===== src/rtl/core/itp_pkg.sv =====
package itp_pkg;

    localparam int STACK_DEPTH = 16;
    localparam int IDX_W       = $clog2(STACK_DEPTH);
    localparam int CNT_W       = $clog2(STACK_DEPTH + 1);

    localparam logic [7:0] CH_CARET  = 8'h5E;
    localparam logic [7:0] CH_STAR   = 8'h2A;
    localparam logic [7:0] CH_SLASH  = 8'h2F;
    localparam logic [7:0] CH_PLUS   = 8'h2B;
    localparam logic [7:0] CH_MINUS  = 8'h2D;
    localparam logic [7:0] CH_LPAREN = 8'h28;
    localparam logic [7:0] CH_RPAREN = 8'h29;
    localparam logic [7:0] CH_NONE   = 8'h00;

    localparam logic [1:0] STATUS_OK        = 2'd0;
    localparam logic [1:0] STATUS_UNMATCHED = 2'd1;
    localparam logic [1:0] STATUS_OVERFLOW  = 2'd2;

    typedef struct packed {
        logic [7:0] in_char;
        logic       in_last;
    } in_item_t;

    typedef struct packed {
        logic [7:0] out_char;
        logic       out_last;
        logic [1:0] status;
    } out_item_t;

    typedef struct packed {
        logic       push;
        logic       pop;
        logic [7:0] data;
    } stk_cmd_t;

    typedef struct packed {
        logic       empty;
        logic       full;
        logic [7:0] top;
    } stk_stat_t;

    typedef enum logic [2:0] {
        SEQ_IDLE,
        SEQ_CLASSIFY,
        SEQ_CLOSE,
        SEQ_POP,
        SEQ_FLUSH,
        SEQ_END
    } seq_state_t;

    // rank code: 0 stands for any non-operator character (lowest priority)
    function automatic logic [1:0] op_rank(input logic [7:0] c);
        logic [1:0] r;
        unique case (c) inside
            CH_CARET:           r = 2'd3;
            CH_STAR, CH_SLASH:  r = 2'd2;
            CH_PLUS, CH_MINUS:  r = 2'd1;
            default:            r = 2'd0;
        endcase
        return r;
    endfunction

    function automatic logic is_operand(input logic [7:0] c);
        return ((c >= 8'h41) && (c <= 8'h5A)) ||
               ((c >= 8'h61) && (c <= 8'h7A)) ||
               ((c >= 8'h30) && (c <= 8'h39));
    endfunction

endpackage


===== src/rtl/core/itp_stack.sv =====
module itp_stack
    import itp_pkg::*;
(
    input  logic      clk,
    input  logic      rst_n,
    input  stk_cmd_t  cmd,
    output stk_stat_t stat
);

    logic [CNT_W-1:0] count_reg;
    logic [CNT_W-1:0] count_next;
    logic [CNT_W-1:0] top_pos;
    logic [7:0]       mem [STACK_DEPTH];

    always_comb
    begin
        count_next = count_reg;
        if (cmd.push)
        begin
            count_next = count_reg + CNT_W'(1);
        end
        else if (cmd.pop)
        begin
            count_next = count_reg - CNT_W'(1);
        end
    end

    always_ff @(posedge clk or negedge rst_n)
    begin
        if (!rst_n)
        begin
            count_reg <= '0;
        end
        else
        begin
            count_reg <= count_next;
        end
    end

    always_ff @(posedge clk)
    begin
        if (cmd.push)
        begin
            mem[count_reg[IDX_W-1:0]] <= cmd.data;
        end
    end

    assign top_pos    = count_reg - CNT_W'(1);
    assign stat.top   = mem[top_pos[IDX_W-1:0]];
    assign stat.empty = (count_reg == '0);
    assign stat.full  = (count_reg == CNT_W'(STACK_DEPTH));

    a_no_push_full : assert property (@(posedge clk) disable iff (!rst_n)
        cmd.push |-> !stat.full)
        else $error("push onto full operator stack");

    a_no_pop_empty : assert property (@(posedge clk) disable iff (!rst_n)
        cmd.pop |-> !stat.empty)
        else $error("pop from empty operator stack");

    a_single_op : assert property (@(posedge clk) disable iff (!rst_n)
        cmd.push |=> (count_reg == $past(count_reg) + CNT_W'(1)))
        else $error("push did not raise the stack count");

endmodule


===== src/rtl/core/infix_to_postfix_converter.sv =====
// infix to postfix converter (shunting yard)
// in channel: in_valid/in_ready/in_item carries one character and a last flag per transfer.
// out channel: out_valid/out_ready/out_item carries one postfix character or a status-only
// result per transfer; out_last marks the final result of an expression.
// operands leave one result each; operators and brackets go through a 16-entry stack.
// a small sequencer works one character at a time: a classify step, then for an operator
// or a closing bracket a pop step per stack entry released (the single top-of-stack compare
// is reused on every pop) followed by the push or bracket drop, then a closing step in which
// the next character may already be taken. a last character adds a flush step that pops
// every remaining entry before the closing step. the newest result is held back one step so
// its last flag can be set when the character ends.
// in_ready is low while a character is being worked on.
// reset empties the stack and drops any result not yet transferred; no clearing pass.
// when the receiver stalls, the output register and the hold register fill and the
// sequencer waits; no result is lost.
module infix_to_postfix_converter
    import itp_pkg::*;
(
    input  logic      clk,
    input  logic      rst_n,
    input  logic      in_valid,
    output logic      in_ready,
    input  in_item_t  in_item,
    output logic      out_valid,
    input  logic      out_ready,
    output out_item_t out_item
);

    seq_state_t state_reg;
    seq_state_t state_next;

    logic [7:0] char_reg;
    logic       last_reg;

    logic       hold_valid_reg;
    out_item_t  hold_reg;
    logic       out_valid_reg;
    out_item_t  out_reg;

    stk_cmd_t   stk_cmd;
    stk_stat_t  stk_stat;

    logic       accept;
    logic       slot_free;
    logic       emit_ok;
    logic       end_emit;
    logic       end_ok;
    logic       rank_ge;
    logic       top_lparen;
    logic       char_operand;
    seq_state_t after_state;

    logic       gen_en;
    logic [7:0] gen_char;
    logic [1:0] gen_status;
    logic       fin_en;

    itp_stack u_stack (
        .clk   (clk),
        .rst_n (rst_n),
        .cmd   (stk_cmd),
        .stat  (stk_stat)
    );

    assign accept       = in_valid && in_ready;
    assign slot_free    = !out_valid_reg || out_ready;
    assign emit_ok      = !hold_valid_reg || slot_free;
    assign end_emit     = hold_valid_reg || last_reg;
    assign end_ok       = !end_emit || slot_free;
    assign rank_ge      = (op_rank(stk_stat.top) >= op_rank(char_reg));
    assign top_lparen   = (stk_stat.top == CH_LPAREN);
    assign char_operand = is_operand(char_reg);
    assign after_state  = last_reg ? SEQ_FLUSH : SEQ_END;

    // next state
    always_comb
    begin
        state_next = state_reg;
        unique case (state_reg)
            SEQ_IDLE:
            begin
                if (accept)
                begin
                    state_next = SEQ_CLASSIFY;
                end
            end
            SEQ_CLASSIFY:
            begin
                if (char_operand)
                begin
                    if (emit_ok)
                    begin
                        state_next = after_state;
                    end
                end
                else if (char_reg == CH_LPAREN)
                begin
                    if (!stk_stat.full || emit_ok)
                    begin
                        state_next = after_state;
                    end
                end
                else if (char_reg == CH_RPAREN)
                begin
                    state_next = SEQ_CLOSE;
                end
                else
                begin
                    state_next = SEQ_POP;
                end
            end
            SEQ_CLOSE:
            begin
                if (stk_stat.empty)
                begin
                    if (emit_ok)
                    begin
                        state_next = after_state;
                    end
                end
                else if (top_lparen)
                begin
                    state_next = after_state;
                end
            end
            SEQ_POP:
            begin
                if (!(!stk_stat.empty && rank_ge))
                begin
                    if (!stk_stat.full || emit_ok)
                    begin
                        state_next = after_state;
                    end
                end
            end
            SEQ_FLUSH:
            begin
                if (stk_stat.empty)
                begin
                    state_next = SEQ_END;
                end
            end
            SEQ_END:
            begin
                if (end_ok)
                begin
                    state_next = accept ? SEQ_CLASSIFY : SEQ_IDLE;
                end
            end
            default:
            begin
                state_next = SEQ_IDLE;
            end
        endcase
    end

    // sequencer outputs
    always_comb
    begin
        stk_cmd    = '0;
        gen_en     = 1'b0;
        gen_char   = CH_NONE;
        gen_status = STATUS_OK;
        fin_en     = 1'b0;
        in_ready   = 1'b0;
        unique case (state_reg)
            SEQ_IDLE:
            begin
                in_ready = 1'b1;
            end
            SEQ_CLASSIFY:
            begin
                if (char_operand)
                begin
                    gen_en   = emit_ok;
                    gen_char = char_reg;
                end
                else if (char_reg == CH_LPAREN)
                begin
                    if (stk_stat.full)
                    begin
                        gen_en     = emit_ok;
                        gen_status = STATUS_OVERFLOW;
                    end
                    else
                    begin
                        stk_cmd.push = 1'b1;
                        stk_cmd.data = char_reg;
                    end
                end
            end
            SEQ_CLOSE:
            begin
                if (stk_stat.empty)
                begin
                    gen_en     = emit_ok;
                    gen_status = STATUS_UNMATCHED;
                end
                else if (top_lparen)
                begin
                    // matching bracket is dropped
                    stk_cmd.pop = 1'b1;
                end
                else
                begin
                    gen_en      = emit_ok;
                    gen_char    = stk_stat.top;
                    stk_cmd.pop = emit_ok;
                end
            end
            SEQ_POP:
            begin
                if (!stk_stat.empty && rank_ge)
                begin
                    gen_en      = emit_ok;
                    gen_char    = stk_stat.top;
                    stk_cmd.pop = emit_ok;
                end
                else if (stk_stat.full)
                begin
                    gen_en     = emit_ok;
                    gen_status = STATUS_OVERFLOW;
                end
                else
                begin
                    stk_cmd.push = 1'b1;
                    stk_cmd.data = char_reg;
                end
            end
            SEQ_FLUSH:
            begin
                if (!stk_stat.empty)
                begin
                    gen_en      = emit_ok;
                    gen_char    = stk_stat.top;
                    stk_cmd.pop = emit_ok;
                end
            end
            SEQ_END:
            begin
                fin_en   = end_ok;
                in_ready = end_ok;
            end
            default:
            begin
                in_ready = 1'b0;
            end
        endcase
    end

    always_ff @(posedge clk or negedge rst_n)
    begin
        if (!rst_n)
        begin
            state_reg      <= SEQ_IDLE;
            hold_valid_reg <= 1'b0;
            out_valid_reg  <= 1'b0;
        end
        else
        begin
            state_reg <= state_next;
            if (gen_en)
            begin
                hold_valid_reg <= 1'b1;
            end
            else if (fin_en)
            begin
                hold_valid_reg <= 1'b0;
            end
            if ((gen_en && hold_valid_reg) || (fin_en && end_emit))
            begin
                out_valid_reg <= 1'b1;
            end
            else if (out_ready)
            begin
                out_valid_reg <= 1'b0;
            end
        end
    end

    always_ff @(posedge clk)
    begin
        if (accept)
        begin
            char_reg <= in_item.in_char;
            last_reg <= in_item.in_last;
        end
        if (gen_en)
        begin
            hold_reg.out_char <= gen_char;
            hold_reg.out_last <= 1'b0;
            hold_reg.status   <= gen_status;
        end
        // older held result moves out when a newer one arrives
        if (gen_en && hold_valid_reg)
        begin
            out_reg <= hold_reg;
        end
        else if (fin_en && end_emit)
        begin
            if (hold_valid_reg)
            begin
                out_reg.out_char <= hold_reg.out_char;
                out_reg.out_last <= last_reg;
                out_reg.status   <= hold_reg.status;
            end
            else
            begin
                // last character released nothing: status-only closing result
                out_reg.out_char <= CH_NONE;
                out_reg.out_last <= 1'b1;
                out_reg.status   <= STATUS_OK;
            end
        end
    end

    assign out_valid = out_valid_reg;
    assign out_item  = out_reg;

    a_idle_hold_empty : assert property (@(posedge clk) disable iff (!rst_n)
        (state_reg == SEQ_IDLE) |-> !hold_valid_reg)
        else $error("held result left over between characters");

    a_accept_classify : assert property (@(posedge clk) disable iff (!rst_n)
        accept |=> (state_reg == SEQ_CLASSIFY))
        else $error("accepted character not classified");

    a_status_no_char : assert property (@(posedge clk) disable iff (!rst_n)
        (out_valid_reg && (out_reg.status != STATUS_OK)) |-> (out_reg.out_char == CH_NONE))
        else $error("status result carries a character");

endmodule

===== config.mk =====
export PLATFORM = sky130hd
export DESIGN_NAME = infix_to_postfix_converter
export DESIGN_NICKNAME = d
export VERILOG_FILES = /design/src/rtl/core/itp_pkg.sv /design/src/rtl/core/itp_stack.sv /design/src/rtl/core/infix_to_postfix_converter.sv
export SDC_FILE = /design/constraint.sdc
export NUM_CORES = 1
export LEC_CHECK = 0
export CAP_MARGIN = 20
export CELL_PAD_IN_SITES_DETAIL_PLACEMENT = 1
export CELL_PAD_IN_SITES_GLOBAL_PLACEMENT = 1
export CORE_MARGIN = 1
export CORE_UTILIZATION = 40
export CTS_CLUSTER_DIAMETER = 30
export DETAILED_ROUTE_END_ITERATION = 10
export DONT_BUFFER_PORTS = 1
export PLACE_DENSITY_LB_ADDON = 0.08
export SYNTH_ARGS = -nofsm -noshare
export SYNTH_HDL_FRONTEND = slang
export SYNTH_HIERARCHICAL = 1
export SYNTH_SLANG_ARGS = --single-unit

===== constraint.sdc =====
create_clock -name clk -period 16.9 [get_ports clk]
set_input_delay 2.535 -clock clk [delete_from_list [all_inputs] [get_ports clk]]
set_output_delay 2.535 -clock clk [all_outputs]
set_load 0.005 [all_outputs]

==> Word level (Yosys, flattened, before mapping) <==
Memories as Yosys holds them, arrays and structs flattened.
Index checks and enable logic that the tools add are counted.
{ "totals": {"register_bits": 40, "ram_bits": 128, "input_bits": 13, "out_inout_bits": 13, "wordCells": 139, "memories": 1} }
{ "classes": {"n_addsub": 2, "magnitude_cmp": 7, "eq_ne": 24, "mux": 63, "reduce_logical": 31} }
{ "mem_list": {"columns": ["name", "words", "width", "read_ports", "rd_clocked_by_memory_dff", "wr", "line_no", "text"], "rows": [
  ["u_stack.mem", 16, 8, 1, 0, 1, "itp_stack.sv:13", "logic [7:0] mem [STACK_DEPTH];"]
]} }
{ "ops": {"columns": ["op", "n"], "rows": [
  ["== test 8 x 6 -> 1 bit (second input constant)", 11],
  ["2-to-1 mux 8 bit", 9],
  ["2-to-1 mux 11 bit", 3],
  ["one-hot mux 8 bit (4 select lines)", 1],
  ["2-to-1 mux 3 bit", 10],
  ["2-to-1 mux 1 bit", 25],
  ["one-hot mux 2 bit (3 select lines)", 3],
  ["one-hot mux 3 bit (6 select lines)", 1],
  ["== test 8 x 7 -> 1 bit (second input constant)", 2],
  [">= comparator 8 x 7 -> 1 bit (second input constant)", 2],
  ["less-or-equal comparator 8 x 7 -> 1 bit (second input constant)", 2],
  ["one-hot mux 8 bit (2 select lines)", 1],
  ["2-to-1 mux 5 bit", 2],
  [">= comparator 8 x 6 -> 1 bit (second input constant)", 1],
  ["less-or-equal comparator 8 x 6 -> 1 bit (second input constant)", 1],
  ["logical OR 1 bit", 8],
  ["2-to-1 mux 2 bit", 4],
  ["!= test 2 bit (second input constant)", 4],
  ["nonzero test 2 bit", 4],
  ["OR reduction 2 bit", 4],
  ["logical AND 1 bit", 7],
  ["== test 3 x 2 -> 1 bit (second input constant)", 2],
  ["== test 3 bit (second input constant)", 2],
  ["adder 5 x 1 -> 5 bit (second input constant)", 1],
  ["12 further kinds", 17]
]} }

==> Logic depth before layout (Yosys ltp) <==
Gate-level depths: netlist of run 1.
An unclocked memory read counts as a cell.
{ "depth": {"ltp_word": 12, "depth_mapped": 24, "mapped_depth_nobuf": 20} }

==> Hierarchy <==
The synthesis of run 1 kept the hierarchy.
{ "modules_own_cells": {"columns": ["module", "instances", "cells_each", "area_each_um2", "seq_area_each_um2"], "rows": [
  ["itp_stack", 1, 366, 5617.9, 3968.8],
  ["infix_to_postfix_converter", 1, 195, 2083.2, 1026.0]
]} }

==> Least setup slack after synthesis of run 1 <==
OpenSTA, ideal clock, no wires.
{ "synth_timing": {"path_kind": "input -> output", "from": "in out_ready", "to": "out in_ready", "arrival_ps": 3050, "required_time_ps": 14365, "slack_ps": 11315, "stages": 4, "n_path_buf": 0, "path_cell_list": "nor2b_1 > o21ai_1 > nand3_1 > a21oi_1"} }
{ "synth_via": {"elab_chain_len": 3} }
{ "synth_rtl": {"columns": ["element", "line_no", "text"], "rows": [
  ["start, declared", "infix_to_postfix_converter.sv:25", "input logic out_ready,"],
  ["logical OR 1 bit", "infix_to_postfix_converter.sv:66", "assign slot_free = !out_valid_reg || out_ready;"],
  ["logical OR 1 bit", "infix_to_postfix_converter.sv:69", "assign end_ok = !end_emit || slot_free;"],
  ["one-hot mux 1 bit (2 select lines)", "infix_to_postfix_converter.sv:166", "unique case (state_reg)"],
  ["end, declared", "infix_to_postfix_converter.sv:22", "output logic in_ready,"]
]} }
No other way between the ends.

==> summary.md, run 1 <==
| Metric | Value |
|---|---|
| Leading register cell type out of synthesis | sky130_fd_sc_hd__edfxtp_1 |
| Final Hold Violating Endpoints | 0 |
| Setup_tns | 0 ps |
| Fraction of layout cells with a size suffix above 1 | 11.2% |
| Outcome | complete, no violations |
| # IOs | 26 |
| Final setup violation count | 0 |
| Transition at the pin with the smallest max-transition slack | approximately 1100 ps |
| Overall via count from detail_route | 4675 |
| Setup slack at placement | roughly 11000 ps |
| Sum of overflow across all layers after global routing | 0 |
| Via-to-Cell Ratio | 5.85 |
| Final hold slack | just over 500 ps |
| Synth unique cells | 64 |
| Logic depth of the worst register-to-register path | 18 |
| Number of flip-flops under the largest register name | ~130 |
| Setup CP Type | reg2reg |
| Post-Syn Instances | ~560 |
| Launch instance of the worst min-delay path | u_stack/count_reg[4]$_DFFE_PN0P_ |
| Peak supply drop | 0.0000965 V |
| Combined area of all synthesized cells | approximately 7700 sq um |
| X dimension of the die | about 140 um |
| TritonCTS Buffers | 17 |
| Clock sink count | 168 |
| Post-CTS setup buffer count | 0 |
| Std cell rows | 50 |
| Global-route wire length before repair | 28.9 mm |
| Fin crit period | approximately 6200 ps |
| Root cell of the clock tree | sky130_fd_sc_hd__clkbuf_16 |
| Antenna Cells | 0 |
| Arrival time of data at the critical path endpoint | 6300 ps |
| IO Port Bufs | 0 |
| Worst reg2reg path startpoint | u_stack/count_reg[0]$_DFFE_PN0P_ |
| CTS clock-pin slew for the worst setup and hold paths | around 70 ps |
| Count of synthesis-stage warnings from yosys | 6 |
| Net count, final | ~570 |
| Setup slack of the critical path after layout | 10650 ps |
| Worst-case headroom to the max-slew limit | between 20 and 30% |
| Number of max-capacitance violations reported | 0 |
| FMAX | 160 MHz |
| Critical path capture point type | flop |
| Number of storage elements in the synthesis netlist | ~170 |
| Total routing resource utilization after global routing | roughly 20% |
| PostCTS Resize Cnt | 0 |
| Syn avg cell area | between 10 and 15 sq um |
| Die boundary height | between 100 and 150 um |
| CTS tree | done |
| Ratio of final minimum period to clock period | 37.0% |
| Antenna violation net count after detailed routing | 0 |
| Clk_lat worst skew | 430 ps |
| Sequential area share after synthesis | roughly two thirds |
| Worst min-delay path category | reg2reg |
| Antenna violations before repair | 0 |
| Total power divided by cell area | roughly 200 nW/um^2 |
| Post-synth EDFFs | roughly 160 |
| Worst clock skew on the final layout | 13.3 ps |
| Top library cells by usage in the layout, fill and taps aside | 158 x sky130_fd_sc_hd__edfxtp_1, 36 x sky130_fd_sc_hd__mux2i_1, 36 x sky130_fd_sc_hd__nor2b_1 |
| Maximum fanout encountered on the critical timing path | 37 |
| Area overhead of the layout relative to synthesis | 9.39% |
| CP startpoint kind | flop |
| Detailed-router iteration count before antenna repair | 4 |
| Initial standard-cell utilization of the core | approximately two fifths |
| Most common library cell in the layout ignoring fill and taps | sky130_fd_sc_hd__edfxtp_1 |
| Wire length per cell after detailed routing | approximately 24 um |
| Largest net degree at the start of global routing | 66 |
| Reg-to-reg critical path endpoint | u_stack/mem[0][5]$_DFFE_PP_ |
| Placeable core region | 18800 sq um |
| Setup repair after global routing missed its margin | no |
| Max-slew violation count | 0 |
| Reg-to-reg setup timing slack | 10650 ps |
| Remaining routing DRC violations | 0 |
| Half-perimeter wire length after detailed placement | 12.9 mm |
| Leak | ~3.1 nW |
| Clock Tree Buf Depth | 2 |
| Placer Congestion | 0.888 |
| DRC violation total after the first TritonRoute iteration | about 360 |
| Hold buffer count at cts | 0 |
| Count of cells along the worst hold path | 1 |
| Number of global-route vias before repair | ~4700 |
| H-tree depth | 4 |
| Hold Path End | u_stack/count_reg[4]$_DFFE_PN0P_ |
| Post-synth ARST share | around 6% |
| WP data required | 16950 ps |
| Total wire length | roughly 19 mm |
| Total Die Area | 19800 sq um |
| Syn nets | 580 |
## metal layers
| metal | wire length [um] | part of all wire [%] | vias to the layer above | GRT usage [%] |
|---|---|---|---|---|
| met5 | 0 | 0 | - | 0 |
| met4 | 316 | 1.7 | 0 | 6.12 |
| met3 | 810 | 4.3 | 17 | 4.76 |
| met2 | 8520 | 45 | 122 | 30.2 |
| met1 | 9350 | 49 | 2387 | 28.8 |
| li1 | - | - | 2149 | - |
## metrics by stage
stage          total power [mW]  cells  utilization, %  cell area (sq um)
2_1_floorplan              1.09    561               -               7700
3_3_place_gp               1.28    766            42.0               7880
3_5_place_dp               1.29    766            42.0               7880
4_1_cts                    1.65    798            44.9               8420
5_1_grt                    1.73    799            44.9               8420
6_report                   1.65    799            44.9               8420
## power breakdown
group,switching [mW],internal [mW]
Combinational,0.427,0.269
Clock,0.170,0.192
Sequential,0.0688,0.520
## cell usage after synthesis (all sizes together) (4+ instances only)
cell     count  share of area, %
xor2         4              0.55
nor4        17               1.4
a21oi       10              0.80
and2        20               1.6
buf         19               1.5
xnor2        4              0.45
nor2        31               1.5
mux2i       36               4.7
nor2b       36               2.9
inv         10              0.49
o21ai        9              0.63
edfxtp     158                62
dfrtp       10               3.2
and3        37               3.0
mux2         8               1.2
ha           6              0.97
nor3         9              0.65
a22o         8              0.91
nand3        5              0.32
clkbuf      16              0.78
o22ai        4              0.32
nand2b      11              0.89
nand2       21               1.0
a2111oi     32               3.8
## critical path, cell delays in order (launching register included)
cell and delay [ps]:
sky130_fd_sc_hd__dfrtp_4 700, sky130_fd_sc_hd__inv_2 100, sky130_fd_sc_hd__ha_1 330, sky130_fd_sc_hd__xnor2_2 180, sky130_fd_sc_hd__buf_4 260, sky130_fd_sc_hd__a2111oi_1 620
sky130_fd_sc_hd__nor4_1 140, sky130_fd_sc_hd__mux2_2 330, sky130_fd_sc_hd__nor4b_2 450, sky130_fd_sc_hd__and2_1 230, sky130_fd_sc_hd__mux2i_1 80, sky130_fd_sc_hd__mux2i_1 140
sky130_fd_sc_hd__nand2_1 80, sky130_fd_sc_hd__ha_1 290, sky130_fd_sc_hd__nor3b_1 320, sky130_fd_sc_hd__o21ai_2 150, sky130_fd_sc_hd__a21oi_4 370, sky130_fd_sc_hd__nand2_1 220
sky130_fd_sc_hd__nor3_1 860
## worst max-delay path by stage
| stage | startpoint | slack [ps] | to | cells past startpoint |
|---|---|---|---|---|
| floorplan | out_ready | 11320 | in_ready | 4 |
| CTS | u_stack/count_reg[0]$_DFFE_PN0P_ | 10690 | u_stack/mem[0][5]$_DFFE_PP_ | 18 |
| detailed placement | u_stack/count_reg[0]$_DFFE_PN0P_ | 10710 | u_stack/mem[0][3]$_DFFE_PP_ | 18 |
| global placement | u_stack/count_reg[0]$_DFFE_PN0P_ | 10860 | u_stack/mem[0][0]$_DFFE_PP_ | 18 |
| global route | u_stack/count_reg[0]$_DFFE_PN0P_ | 10180 | u_stack/mem[0][5]$_DFFE_PP_ | 16 |
| finish | u_stack/count_reg[0]$_DFFE_PN0P_ | 10650 | u_stack/mem[0][5]$_DFFE_PP_ | 18 |
## layout make-up
class	instances	area (sq um)
Clock buffer	18	429
Clock inverter	14	115
Multi-Input combinational cell	348	2500
Inverter	10	37.5
Timing Repair Buffer	7	50.0
Tap cell	234	293
Fill cell	1865	10300
Sequential cell	168	5000
## cells by family (layout without fill, tap and decap cells)
logic type,count (synthesis),in the layout,synth area share [%]
AO/OA/AOI/OAI,86,86,9.05
flip-flops,168,168,64.9
adder cells (fa/ha/maj),6,6,0.975
multiplexers,44,44,5.85
buffers and inverters,45,49,2.76
AND/OR/NAND/NOR,204,204,15.5
XOR/XNOR,8,8,1.01
Power figures use the tool's default switching activity.
==> run 2, diff against run 1 <==
==> constraint.sdc (replaced) <==
create_clock -name clk -period 5.3 [get_ports clk]
set_input_delay 0.795 -clock clk [delete_from_list [all_inputs] [get_ports clk]]
set_output_delay 0.795 -clock clk [all_outputs]
set_load 0.005 [all_outputs]
==> summary.md, run 2 (synthesized netlist as in run 1, its figures left out) <==
| Metric | Value |
|---|---|
| CTS clock-pin slew for the worst setup and hold paths | 60 ps (was 70 ps) |
| Fraction of layout cells with a size suffix above 1 | 17.6% (was 11.2%) |
| Global-route wire length before repair | 29.5 mm (was 28.9 mm) |
| Root cell of the clock tree | sky130_fd_sc_hd__clkbuf_16 (unchanged) |
| Most common library cell in the layout ignoring fill and taps | sky130_fd_sc_hd__edfxtp_1 (unchanged) |
| Maximum single-stage delay on the critical path | 660 ps (was 860 ps) |
| Number of global-route vias before repair | 4911 (was 4741) |
| Clock sink count | 168 (unchanged) |
| Layout Cells excl Fill | 835 (was 799) |
| Family of cells with the greatest summed delay on the critical path | compound AO/OA/AOI/OAI gates (was simple AND/OR/NAND/NOR gates) |
| Placeable core region | 18800 sq um (unchanged) |
| Series of cell instances along the critical path | inv_2 > ha_2 > xor2_1 > buf_4 > a2111oi_0 > nor4_1 > mux2_2 > nor4b_2 > and2_1 > o21ai_0 > a21oi_1 > ha_1 > o21bai_1 > nor4_1 > or2_0 > o311a_2 > a21o_1 (was inv_2 > ha_1 > xnor2_2 > buf_4 > a2111oi_1 > nor4_1 > mux2_2 > nor4b_2 > and2_1 > mux2i_1 > mux2i_1 > nand2_1 > ha_1 > nor3b_1 > o21ai_2 > a21oi_4 > nand2_1 > nor3_1) |
| Transition at the pin with the smallest max-transition slack | 870 ps (was 1080 ps) |
| Outcome | complete, no violations (unchanged) |
| Worst reg2reg path startpoint | u_stack/count_reg[0]$_DFFE_PN0P_ (unchanged) |
| Arrival time of data at the critical path endpoint | 5080 ps (was 6300 ps) |
| H-tree depth | 4 (unchanged) |
| Post-CTS setup buffer count | 0 (unchanged) |
| Logic depth of the worst register-to-register path | 17 (was 18) |
| Remaining routing DRC violations | 0 (unchanged) |
| Wire length per cell after detailed routing | 23.2 um (was 23.8 um) |
| Antenna Cells | 0 (unchanged) |
| Setup slack at placement | 99.9 ps (was 10710 ps) |
| Total Die Area | 19800 sq um (unchanged) |
| CTS tree | done (unchanged) |
| Area overhead of the layout relative to synthesis | 14.4% (was 9.39%) |
| Number of max-capacitance violations reported | 0 (unchanged) |
| Ratio of final minimum period to clock period | 93.3% (was 37.0%) |
| Final setup violation count | 0 (unchanged) |
| Clk_lat worst skew | 440 ps (was 430 ps) |
| Worst-case headroom to the max-slew limit | 40.5% (was 27.7%) |
| Cell type of the slowest stage on the worst timing path | sky130_fd_sc_hd__a2111oi_0 (was sky130_fd_sc_hd__nor3_1) |
| # IOs | 26 (unchanged) |
| Worst min-delay path category | in2async (was reg2reg) |
| Maximum fanout encountered on the critical timing path | 24 (was 37) |
| Dominant cell type by count on the critical path | sky130_fd_sc_hd__nor4_1 |
| Placer Congestion | 0.869 (was 0.888) |
| Sum of overflow across all layers after global routing | 0 (unchanged) |
| Total wire length | 19.4 mm (was 19.0 mm) |
| Detailed-router iteration count before antenna repair | 8 (was 4) |
| Leak | 3.34 nW (was 3.14 nW) |
| Clock Tree Buf Depth | 2 (unchanged) |
| X dimension of the die | 141 um (unchanged) |
| WP data required | 5430 ps (was 16950 ps) |
| Std cell rows | 50 (unchanged) |
| Placed cell count | 803 (was 766) |
| Reg-to-reg critical path endpoint | out_item[0]$_DFFE_PP_ (was u_stack/mem[0][5]$_DFFE_PP_) |
| TritonCTS Buffers | 17 (unchanged) |
| Critical path capture point type | flop (unchanged) |
| Largest net degree at the start of global routing | 101 (was 66) |
| IO Port Bufs | 0 (unchanged) |
| Reg-to-reg setup timing slack | 350 ps (was 10650 ps) |
| FMAX | 202 MHz (was 160 MHz) |
| Final Hold Violating Endpoints | 0 (unchanged) |
| Worst clock skew on the final layout | 10.7 ps (was 13.3 ps) |
| Number of flip-flops under the largest register name | 128 (unchanged) |
| Antenna violations before repair | 0 (unchanged) |
| DRC violation total after the first TritonRoute iteration | 386 (was 362) |
| Fin crit period | 4950 ps (was 6250 ps) |
| Half-perimeter wire length after detailed placement | 13.3 mm (was 12.9 mm) |
| Overall via count from detail_route | 4686 (was 4675) |
| Buffers plus inverters on the worst setup path | 2 (unchanged) |
| Peak supply drop | 0.000353 V (was 0.0000965 V) |
| Top library cells by usage in the layout, fill and taps aside | 158 x sky130_fd_sc_hd__edfxtp_1, 38 x sky130_fd_sc_hd__buf_4, 36 x sky130_fd_sc_hd__mux2i_1, 36 x sky130_fd_sc_hd__nor2b_1, 35 x sky130_fd_sc_hd__and3_1 (was 158 x sky130_fd_sc_hd__edfxtp_1, 36 x sky130_fd_sc_hd__mux2i_1, 36 x sky130_fd_sc_hd__nor2b_1) |
| Total power divided by cell area | 624 nW/um^2 (was 196 nW/um^2) |
| Setup CP Type | reg2reg (unchanged) |
| Total routing resource utilization after global routing | 20.7% (was 20.1%) |
| CP startpoint kind | flop (unchanged) |
| Via-to-Cell Ratio | 5.61 (was 5.85) |
| Setup slack of the critical path after layout | 354 ps (was 10650 ps) |
| Max-slew violation count | 0 (unchanged) |
| Net count, final | 607 (was 571) |
| Die boundary height | 141 um (unchanged) |
| Antenna violation net count after detailed routing | 0 (unchanged) |
| Initial standard-cell utilization of the core | 41.0% (unchanged) |
| Layout fillers | 1893 (was 1865) |
run 2: cell count changes in the layout (fill, tap and decap cells not counted), moves of 2 or more:
cell	change
sky130_fd_sc_hd__nor3_1	-2
sky130_fd_sc_hd__buf_12	+5
sky130_fd_sc_hd__a2111oi_1	+4
sky130_fd_sc_hd__buf_4	+32
sky130_fd_sc_hd__nor3_2	+2
sky130_fd_sc_hd__a2111oi_0	-5
run 2: how the worst max path moves through the flow:
stage          cells after the start                        startpoint  slack, ps                          end
6_report                          17  u_stack/count_reg[0]$_DFFE_PN0P_        350        out_item[0]$_DFFE_PP_
5_1_grt                           21  u_stack/count_reg[0]$_DFFE_PN0P_       -0.8  u_stack/mem[5][1]$_DFFE_PP_
4_1_cts                           18  u_stack/count_reg[1]$_DFFE_PN0P_         50        out_item[0]$_DFFE_PP_
3_5_place_dp                      18  u_stack/count_reg[1]$_DFFE_PN0P_        100        out_item[3]$_DFFE_PP_
3_3_place_gp                      18  u_stack/count_reg[0]$_DFFE_PN0P_        260        out_item[5]$_DFFE_PP_
2_1_floorplan                     21  u_stack/count_reg[0]$_DFFE_PN0P_         50        out_item[0]$_DFFE_PP_
run 2: per-layer routing:
layer	share of wire, %	vias up	track usage [%]
met2	48	88	32.7
met3	4.8	18	4.48
li1	-	2223	-
met1	46	2357	28.9
met5	0	-	0
met4	1.2	0	5.61
run 2: final cells by class:
class	count	area, sq um	share of cell area, %
clock buffer	18	429	4.87
sequential	168	5000	56.8
tap	234	293	3.32
timing repair buffer	43	385	4.38
multi-input combinational	348	2550	28.9
clock inverter	14	115	1.31
inverter	10	37.5	0.426
run 2: stage by stage:
step	power, mW	setup TNS, ps	area (sq um)	utilization (%)	hold WS, ps
after floorplan	3.49	0	7710	-	456
after global placement	4.26	0	8230	43.8	485
after detailed placement	4.33	0	8230	43.8	500
after CTS	5.48	0	8770	46.7	37.5
after global routing	5.78	-3.76	8810	46.9	32.5
final	5.49	0	8810	46.9	51.3
run 2: what timing repair did:
action / in CTS / in global routing
hold buffers: 0 / 0
resized for setup: 0 / 10
endpoints found under the setup margin: 0 / 279
run 2: power by group:
group          switching, mW  internal [mW]
registers              0.172           1.66
logic                   1.51           1.01
clock network          0.536          0.610
